$ cat config.mk
export PLATFORM = sky130hd
export DESIGN_NAME = linear_key_value_table_unit_flat
export DESIGN_NICKNAME = d
export VERILOG_FILES = /design/src/sv/lkvt_pkg.sv /design/src/sv/lkvt_if.sv /design/src/sv/lkvt_cell.sv /design/src/sv/linear_key_value_table_unit.sv /design/src/flat_wrapper.sv
export SDC_FILE = /design/constraint.sdc
export NUM_CORES = 2
export LEC_CHECK = 0
export ABC_CLOCK_PERIOD_IN_PS = 12100
export BUFFER_PORTS_ARGS = -buffer_cell sky130_fd_sc_hd__buf_2
export CORE_ASPECT_RATIO = 1.1
export CORE_MARGIN = 3
export CORE_UTILIZATION = 60
export CTS_BUF_LIST = sky130_fd_sc_hd__clkbuf_4 sky130_fd_sc_hd__clkbuf_8
export CTS_CLUSTER_SIZE = 30
export DETAILED_ROUTE_END_ITERATION = 7
export GPL_TIMING_DRIVEN = 1
export PLACE_DENSITY = 0.78
export SYNTH_ARGS = -nofsm -noshare
export SYNTH_HDL_FRONTEND = slang
export SYNTH_SLANG_ARGS = --single-unit
export TNS_END_PERCENT = 50
$ cat constraint.sdc
create_clock -name clk -period 12.1 [get_ports clk]
set_input_delay 0.605 -clock clk [delete_from_list [all_inputs] [get_ports clk]]
set_output_delay 0.605 -clock clk [all_outputs]
set_load 0.05 [all_outputs]
$ cat src/sv/lkvt_pkg.sv
package lkvt_pkg;

  // default sizes of the table
  localparam int DEPTH_DEFAULT       = 16;
  localparam int KEY_WIDTH_DEFAULT   = 32;
  localparam int VALUE_WIDTH_DEFAULT = 32;

  // fixed widths of the channel fields
  localparam int KIND_W      = 2;
  localparam int KEY_W       = 32;
  localparam int VALUE_W     = 32;
  localparam int COUNT_OUT_W = 5;

  typedef enum logic [KIND_W-1:0] {
    KIND_SET    = 2'd0,
    KIND_GET    = 2'd1,
    KIND_REMOVE = 2'd2
  } kind_t;

  // control part of a lookup probe travelling down the row of cells
  typedef struct packed {
    logic              valid;
    logic [KIND_W-1:0] kind;
    logic              hit;
  } probe_ctl_t;

  // end-of-operation update broadcast to every cell
  typedef struct packed {
    logic append;
    logic shift;
  } commit_t;

endpackage

$ cat src/sv/lkvt_if.sv
interface lkvt_req_if;
  import lkvt_pkg::*;

  logic               valid;
  logic               ready;
  logic [KIND_W-1:0]  kind;
  logic [KEY_W-1:0]   key;
  logic [VALUE_W-1:0] new_value;

  modport source (output valid, output kind, output key, output new_value, input ready);
  modport sink   (input valid, input kind, input key, input new_value, output ready);
endinterface

interface lkvt_rsp_if;
  import lkvt_pkg::*;

  logic                   valid;
  logic                   ready;
  logic [VALUE_W-1:0]     read_value;
  logic                   found;
  logic                   dropped;
  logic [COUNT_OUT_W-1:0] entry_count;

  modport source (output valid, output read_value, output found, output dropped,
                  output entry_count, input ready);
  modport sink   (input valid, input read_value, input found, input dropped,
                  input entry_count, output ready);
endinterface

$ cat src/sv/lkvt_cell.sv
module lkvt_cell #(
  parameter int INDEX       = 0,
  parameter int DEPTH       = lkvt_pkg::DEPTH_DEFAULT,
  parameter int KEY_WIDTH   = lkvt_pkg::KEY_WIDTH_DEFAULT,
  parameter int VALUE_WIDTH = lkvt_pkg::VALUE_WIDTH_DEFAULT
) (
  input  logic                              clk,
  input  logic                              rst,
  input  lkvt_pkg::probe_ctl_t              ctl_in,
  input  logic [KEY_WIDTH-1:0]              probe_key_in,
  input  logic [VALUE_WIDTH-1:0]            probe_value_in,
  input  logic [$clog2(DEPTH)-1:0]          slot_in,
  input  logic [VALUE_WIDTH-1:0]            rdata_in,
  output lkvt_pkg::probe_ctl_t              ctl_out,
  output logic [KEY_WIDTH-1:0]              probe_key_out,
  output logic [VALUE_WIDTH-1:0]            probe_value_out,
  output logic [$clog2(DEPTH)-1:0]          slot_out,
  output logic [VALUE_WIDTH-1:0]            rdata_out,
  input  logic [$clog2(DEPTH+1)-1:0]        count,
  input  lkvt_pkg::commit_t                 commit,
  input  logic [$clog2(DEPTH)-1:0]          commit_slot,
  input  logic [KEY_WIDTH-1:0]              commit_key,
  input  logic [VALUE_WIDTH-1:0]            commit_value,
  input  logic [KEY_WIDTH-1:0]              upper_key,
  input  logic [VALUE_WIDTH-1:0]            upper_value,
  output logic [KEY_WIDTH-1:0]              key,
  output logic [VALUE_WIDTH-1:0]            value
);
  import lkvt_pkg::*;

  localparam int IW = $clog2(DEPTH);
  localparam int CW = $clog2(DEPTH + 1);
  localparam logic [IW-1:0] MY_SLOT  = IW'(INDEX);
  localparam logic [CW-1:0] MY_COUNT = CW'(INDEX);
  localparam bit HAS_UPPER = (INDEX < DEPTH - 1);

  logic live;
  logic match;

  assign live  = MY_COUNT < count;
  assign match = ctl_in.valid && !ctl_in.hit && live && (probe_key_in == key);

  always_ff @(posedge clk) begin
    if (rst) begin
      ctl_out <= '0;
    end else begin
      ctl_out.valid <= ctl_in.valid;
      ctl_out.kind  <= ctl_in.kind;
      ctl_out.hit   <= ctl_in.hit || match;
    end
  end

  always_ff @(posedge clk) begin
    probe_key_out   <= probe_key_in;
    probe_value_out <= probe_value_in;
    slot_out        <= match ? MY_SLOT : slot_in;
    rdata_out       <= match ? value : rdata_in;
  end

  // entry storage: update in passing, append at the tail, or pull down from above
  always_ff @(posedge clk) begin
    if (match && ctl_in.kind == KIND_SET) begin
      value <= probe_value_in;
    end else if (commit.append && count == MY_COUNT) begin
      key   <= commit_key;
      value <= commit_value;
    end else if (commit.shift && HAS_UPPER && MY_SLOT >= commit_slot) begin
      key   <= upper_key;
      value <= upper_value;
    end
  end

endmodule

$ cat src/sv/linear_key_value_table_unit.sv
// key-value table searched in order, built as a row of DEPTH cells
//
// channels: req carries kind (set, get, remove), key and new_value; rsp returns
// read_value, found, dropped and entry_count, one word per request word
// a request enters the head of the row and its probe moves one cell per
// cycle; the cell holding a matching key flags the hit, returns its value and,
// for a set, takes the new value as the probe passes
// after the last cell the controller appends the key of a missed set at the
// tail while there is room, or for a remove pulls every entry above the
// matched slot down by one, and updates the entry count; a request passes
// the launch register, each cell, the result and rsp registers; one request
// at a time: a new word is taken once the previous is in the rsp register
// a finished word waits in the rsp register while the receiver stalls; the
// next request is still taken and scanned, but its update and result wait
// until the rsp register is free
// reset clears the entry count and all control state; the entry storage is
// not cleared and is never read above the count
module linear_key_value_table_unit #(
  parameter int DEPTH       = lkvt_pkg::DEPTH_DEFAULT,
  parameter int KEY_WIDTH   = lkvt_pkg::KEY_WIDTH_DEFAULT,
  parameter int VALUE_WIDTH = lkvt_pkg::VALUE_WIDTH_DEFAULT
) (
  input logic        clk,
  input logic        rst,
  lkvt_req_if.sink   req,
  lkvt_rsp_if.source rsp
);
  import lkvt_pkg::*;

  localparam int IW = $clog2(DEPTH);
  localparam int CW = $clog2(DEPTH + 1);
  localparam logic [CW-1:0] FULL = CW'(DEPTH);

  typedef enum logic [1:0] {
    ST_IDLE,
    ST_SCAN,
    ST_COMMIT
  } state_t;

  state_t state;

  // entry count
  logic [CW-1:0] count;
  logic [CW-1:0] count_next;

  // head of the row: one-cycle probe launch
  probe_ctl_t              launch_ctl;
  logic [KEY_WIDTH-1:0]    launch_key;
  logic [VALUE_WIDTH-1:0]  launch_value;

  // probe chain between cells, element i feeds cell i
  probe_ctl_t              ctl_chain   [DEPTH+1];
  logic [KEY_WIDTH-1:0]    pkey_chain  [DEPTH+1];
  logic [VALUE_WIDTH-1:0]  pval_chain  [DEPTH+1];
  logic [IW-1:0]           slot_chain  [DEPTH+1];
  logic [VALUE_WIDTH-1:0]  rdata_chain [DEPTH+1];

  // stored entries as seen by the neighbor below
  logic [KEY_WIDTH-1:0]    cell_key   [DEPTH];
  logic [VALUE_WIDTH-1:0]  cell_value [DEPTH];

  // probe result captured at the tail of the row
  logic [KIND_W-1:0]       done_kind;
  logic                    done_hit;
  logic [IW-1:0]           done_slot;
  logic [VALUE_WIDTH-1:0]  done_rdata;
  logic [KEY_WIDTH-1:0]    done_key;
  logic [VALUE_WIDTH-1:0]  done_value;

  logic                    rsp_valid;
  logic [VALUE_W-1:0]      rsp_read_value;
  logic                    rsp_found;
  logic                    rsp_dropped;
  logic [COUNT_OUT_W-1:0]  rsp_entry_count;

  logic    out_free;
  logic    finish;
  logic    is_set;
  logic    is_get;
  logic    is_remove;
  commit_t commit;

  assign req.ready       = (state == ST_IDLE);
  assign rsp.valid       = rsp_valid;
  assign rsp.read_value  = rsp_read_value;
  assign rsp.found       = rsp_found;
  assign rsp.dropped     = rsp_dropped;
  assign rsp.entry_count = rsp_entry_count;

  assign out_free  = !rsp_valid || rsp.ready;
  assign finish    = (state == ST_COMMIT) && out_free;
  assign is_set    = (done_kind == KIND_SET);
  assign is_get    = (done_kind == KIND_GET);
  assign is_remove = (done_kind == KIND_REMOVE);

  // append a new key when there is room, close the gap after a removal
  assign commit.append = finish && is_set && !done_hit && (count < FULL);
  assign commit.shift  = finish && is_remove && done_hit;

  always_comb begin
    count_next = count;
    if (commit.append) begin
      count_next = count + CW'(1);
    end else if (commit.shift) begin
      count_next = count - CW'(1);
    end
  end

  assign ctl_chain[0]   = launch_ctl;
  assign pkey_chain[0]  = launch_key;
  assign pval_chain[0]  = launch_value;
  assign slot_chain[0]  = '0;
  assign rdata_chain[0] = '0;

  for (genvar i = 0; i < DEPTH; i++) begin : g_cell
    logic [KEY_WIDTH-1:0]   upper_key;
    logic [VALUE_WIDTH-1:0] upper_value;

    if (i < DEPTH - 1) begin : g_upper
      assign upper_key   = cell_key[i+1];
      assign upper_value = cell_value[i+1];
    end else begin : g_top
      // top cell never pulls down
      assign upper_key   = '0;
      assign upper_value = '0;
    end

    lkvt_cell #(
      .INDEX       (i),
      .DEPTH       (DEPTH),
      .KEY_WIDTH   (KEY_WIDTH),
      .VALUE_WIDTH (VALUE_WIDTH)
    ) u_cell (
      .clk             (clk),
      .rst             (rst),
      .ctl_in          (ctl_chain[i]),
      .probe_key_in    (pkey_chain[i]),
      .probe_value_in  (pval_chain[i]),
      .slot_in         (slot_chain[i]),
      .rdata_in        (rdata_chain[i]),
      .ctl_out         (ctl_chain[i+1]),
      .probe_key_out   (pkey_chain[i+1]),
      .probe_value_out (pval_chain[i+1]),
      .slot_out        (slot_chain[i+1]),
      .rdata_out       (rdata_chain[i+1]),
      .count           (count),
      .commit          (commit),
      .commit_slot     (done_slot),
      .commit_key      (done_key),
      .commit_value    (done_value),
      .upper_key       (upper_key),
      .upper_value     (upper_value),
      .key             (cell_key[i]),
      .value           (cell_value[i])
    );
  end

  always_ff @(posedge clk) begin
    if (rst) begin
      state      <= ST_IDLE;
      count      <= '0;
      launch_ctl <= '0;
      rsp_valid  <= 1'b0;
    end else begin
      launch_ctl.valid <= 1'b0;
      if (rsp_valid && rsp.ready) begin
        rsp_valid <= 1'b0;
      end

      unique case (state)
        ST_IDLE: begin
          if (req.valid) begin
            launch_ctl.valid <= 1'b1;
            launch_ctl.kind  <= req.kind;
            launch_ctl.hit   <= 1'b0;
            launch_key       <= KEY_WIDTH'(req.key);
            launch_value     <= VALUE_WIDTH'(req.new_value);
            state            <= ST_SCAN;
          end
        end
        ST_SCAN: begin
          // probe leaves the last cell
          if (ctl_chain[DEPTH].valid) begin
            done_kind  <= ctl_chain[DEPTH].kind;
            done_hit   <= ctl_chain[DEPTH].hit;
            done_slot  <= slot_chain[DEPTH];
            done_rdata <= rdata_chain[DEPTH];
            done_key   <= pkey_chain[DEPTH];
            done_value <= pval_chain[DEPTH];
            state      <= ST_COMMIT;
          end
        end
        ST_COMMIT: begin
          if (out_free) begin
            count           <= count_next;
            rsp_valid       <= 1'b1;
            rsp_read_value  <= (is_get && done_hit) ? VALUE_W'(done_rdata) : '0;
            rsp_found       <= done_hit && (is_set || is_get || is_remove);
            rsp_dropped     <= is_set && !done_hit && (count == FULL);
            rsp_entry_count <= COUNT_OUT_W'(count_next);
            state           <= ST_IDLE;
          end
        end
        default: begin
          state <= ST_IDLE;
        end
      endcase
    end
  end

endmodule

$ cat src/flat_wrapper.sv
// flat-port wrapper written by rule: the top's interface ports become plain ports
module linear_key_value_table_unit_flat import lkvt_pkg::*;
#(
  parameter int DEPTH       = lkvt_pkg::DEPTH_DEFAULT,
  parameter int KEY_WIDTH   = lkvt_pkg::KEY_WIDTH_DEFAULT,
  parameter int VALUE_WIDTH = lkvt_pkg::VALUE_WIDTH_DEFAULT
)
  (clk, rst, req_valid, req_kind, req_key, req_new_value, req_ready, rsp_valid, rsp_read_value, rsp_found, rsp_dropped, rsp_entry_count, rsp_ready);
  lkvt_req_if req_i ();
  lkvt_rsp_if rsp_i ();
  input logic clk;
  input logic rst;
  input wire logic [$bits(req_i.valid)-1:0] req_valid;
  input wire logic [$bits(req_i.kind)-1:0] req_kind;
  input wire logic [$bits(req_i.key)-1:0] req_key;
  input wire logic [$bits(req_i.new_value)-1:0] req_new_value;
  output wire logic [$bits(req_i.ready)-1:0] req_ready;
  output wire logic [$bits(rsp_i.valid)-1:0] rsp_valid;
  output wire logic [$bits(rsp_i.read_value)-1:0] rsp_read_value;
  output wire logic [$bits(rsp_i.found)-1:0] rsp_found;
  output wire logic [$bits(rsp_i.dropped)-1:0] rsp_dropped;
  output wire logic [$bits(rsp_i.entry_count)-1:0] rsp_entry_count;
  input wire logic [$bits(rsp_i.ready)-1:0] rsp_ready;
  assign req_i.valid = req_valid;
  assign req_i.kind = req_kind;
  assign req_i.key = req_key;
  assign req_i.new_value = req_new_value;
  assign req_ready = req_i.ready;
  assign rsp_valid = rsp_i.valid;
  assign rsp_read_value = rsp_i.read_value;
  assign rsp_found = rsp_i.found;
  assign rsp_dropped = rsp_i.dropped;
  assign rsp_entry_count = rsp_i.entry_count;
  assign rsp_i.ready = rsp_ready;
  linear_key_value_table_unit #(.DEPTH(DEPTH), .KEY_WIDTH(KEY_WIDTH), .VALUE_WIDTH(VALUE_WIDTH)) u_core (.clk(clk), .rst(rst), .req(req_i), .rsp(rsp_i));
endmodule
==> metrics.yaml <==
run_status:
  outcome: "finished, final reports clean"
synthesis:
  syn_inst: 6859
  synth_warnings: 0
  post_synth.cell_area_avg_um2: 14.88
  yosys-top-cells-area: "edfxtp_1 (36%), dfxtp_1 (33%), mux2_2 (18%)"
  synth_largest_area_cell: "edfxtp_1"
  synth_top_cell_area_share_pct: 36.20
  yosysSeqAreaShare_pct: 68.77
  synthesis.nets: 6934
  syn_area_mm2: 0.1020
  ys_seq_elements: 2890
  ys_types: 67
  synth_flop_cell: "dfxtp_1"
  synth_edf_count: 1230
  async_flop_share_pct: 0
placement:
  placed_cell_area_mm2: 0.1049
  place.gp.congestion: 0.9178
  dp_hpwl_um: 153700
  port_buffers: 110
layout:
  drive_above_1_share_pct: 34.70
  layout_common_cells: "dfxtp_1 (1660), mux2_2 (1588), edfxtp_1 (1230)"
  nNetsFinal: 7299
  area_growth_pct: 12.54
  final_area_mm2: 0.1148
  layout_commonest_cell: "dfxtp_1"
cts:
  path_clk_slew_ns: 0.06
  clkLatencyLatePin_ns: 1.08
  cts_tree: "built"
  cts.sinks: 2890
  cts_hold_buf: 72
  htreeDepth: 5
  post_cts_resized: 0
  cts_made_buffers: 439
  cts_root_buf: "clkbuf_8"
  clock_path_buffers: 4
  cts_setup_buffers: 0
timing:
  hold_viol_final: 0
  post-route-min-period_ns: 4.643
  fin_skew_ns: 0.06352
  post-route-period-util_pct: 38.38
  rsz0062_at_grt: "false"
  slew_headroom_pct: 14.73
  slew_violations: 0
  setup_tns_ns: 0
  setup_violations: 0
  tightest_slew_ns: 1.269
  fmax_mhz: 215.4
power_and_ir_drop:
  ir_worst_vdd_v: 0.0001135
  power_leakage_nw: 44.31
  power.density_mw_per_mm2: 163.5
floorplan:
  num_rows: 158
  fp.dieH_um: 438.5
  start_util_pct: 60.43
  core_area_mm2: 0.1688
  die-area_mm2: 0.1750
  die_w_um: 399.2
  pin_count: 111
grt:
  grt_start_max_net_pins: 67
  grt-ovfl-total: 0
  grtUsageTotal_pct: 25.53
  grt_pass1_wl_um: 344900
  antenna_found_initial: 2
  grt_pass1_vias: 54900
critical_path:
  start_kind: "register"
  cp_top_family: "simple AND/OR/NAND/NOR gates"
  slowest_delay_ns: 0.96
  cp-end-kind: "register"
  required_ns: 12.76
  cp_max_fo: 65
  crit_buf_inv: 1
  critPathArrivalTime_ns: 5.31
  worst-setup-path-type: "reg -> reg"
  crit_slowest_cell: "nand3_4"
  crit_chain: "inv_1 > nor4_4 > nand3_4 > and2_1 > a31oi_4"
detailed_routing:
  num_vias: 53550
  drc: 0
  via_per_inst: 5.452
  ant_nets: 0
  dr.pass1.iters: 8
  avgRoutedWirePerCell_um: 22.82
  routed_wl_um: 224200
  drtIter0Drc: 3783
run:
  drv_cap: 0
min_path:
  hp-class: "in -> reg"
path summary, 6_finish.rpt:
kind,startpoint,end,slack [ns],depth (start not counted)
setup / recovery,u_core.count[3],u_core.g_cell[12].u_cell.key[12],7.46,5
hold reg to reg,u_core.g_cell[3].u_cell.probe_value_out[29],u_core.g_cell[4].u_cell.probe_value_out[29],0.32,0
hold / removal,req_new_value[5],u_core.launch_value[5],0.24,2
setup reg to reg,u_core.count[3],u_core.g_cell[12].u_cell.key[12],7.46,5
stage by stage:
| stage | utilization [%] | power, mW | worst slack (ns) | hold WS (ns) | instances |
|---|---|---|---|---|---|
| 6_report | 68.01 | 18.77 | 7.457 | 0.2403 | 9822 |
| 5_1_grt | 68.01 | 19.38 | 7.190 | 0.1654 | 9821 |
| 4_1_cts | 68.01 | 18.93 | 7.468 | 0.1248 | 9820 |
| 3_5_place_dp | 62.13 | 10.63 | 7.481 | 0.3333 | 8951 |
| 3_3_place_gp | 62.13 | 10.62 | 7.540 | 0.3288 | 8951 |
| 2_1_floorplan | - | 10.54 | 3.549 | 0.3241 | 6859 |
power by group:
part | switching, mW | internal [mW] | leakage [nW]
Combinational | 0.0642 | 0.0591 | 14.5
Sequential | 0.0874 | 10.2 | 24.8
Clock | 3.73 | 4.61 | 4.93
cell usage after synthesis, types with 13 or more instances:
cell type,number
dfxtp_1,1660
mux2_2,1588
edfxtp_1,1230
nand2_1,633
xnor2_1,251
xor2_1,217
clkbuf_1,194
nor2_1,120
nand4_1,89
a21oi_1,85
nor2b_1,84
and2_1,78
buf_2,69
nor4_1,66
mux2i_1,65
buf_1,63
inv_1,48
nand2b_1,39
nand3_1,39
nor3_1,32
mux2_4,28
or2_2,20
mux2_1,16
or4_1,13
flip-flops by register name, indices dropped and copies added (netlist names), 2 cells and up:
signal	flops
u_core.g_cell.u_cell.key	512
u_core.g_cell.u_cell.probe_key_out	512
u_core.g_cell.u_cell.probe_value_out	512
u_core.g_cell.u_cell.rdata_out	512
u_core.g_cell.u_cell.value	512
u_core.g_cell.u_cell.ctl_out	64
u_core.g_cell.u_cell.slot_out	49
u_core.done_key	32
u_core.done_rdata	32
u_core.done_value	32
u_core.launch_key	32
u_core.launch_value	32
u_core.rsp.read_value	32
u_core.count	5
u_core.rsp.entry_count	5
u_core.done_slot	4
u_core.ctl_chain	3
u_core.done_kind	2
u_core.state	2
logic make-up (layout without fill, tap and decap cells):
| kind of cell | after synthesis | count (layout) | synth area share [%] |
|---|---|---|---|
| buf+inv | 382 | 1103 | 1.530 |
| flops | 2890 | 2890 | 68.77 |
| other cells | 0 | 2 | 0 |
| compound gates | 156 | 156 | 0.9602 |
| xor+xnor | 468 | 468 | 4.017 |
| mux | 1697 | 1697 | 18.75 |
| fa+ha+maj | 5 | 5 | 0.06132 |
| simple gates | 1261 | 1261 | 5.905 |
per-layer routing:
metal / track usage (%) / wire [um] / vias to the layer above / part of all wire [%]
li1: - / - / 25190 / -
met1: 39.86 / 111300 / 26440 / 50
met2: 36.17 / 94390 / 1591 / 42
met3: 4.667 / 12590 / 329 / 5.6
met4: 7.999 / 5945 / 0 / 2.7
met5: 0 / 0 / - / 0
cell type report:
type	count	area (um^2)
multi-input combinational	3587	30620
clock buffer	666	8272
timing repair buffer	258	1844
fill	11610	54000
tap	2240	2803
sequential	2890	70170
clock inverter	131	933.4
antenna	2	5.005
inverter	48	180.2
Power figures use the tool's default switching activity.
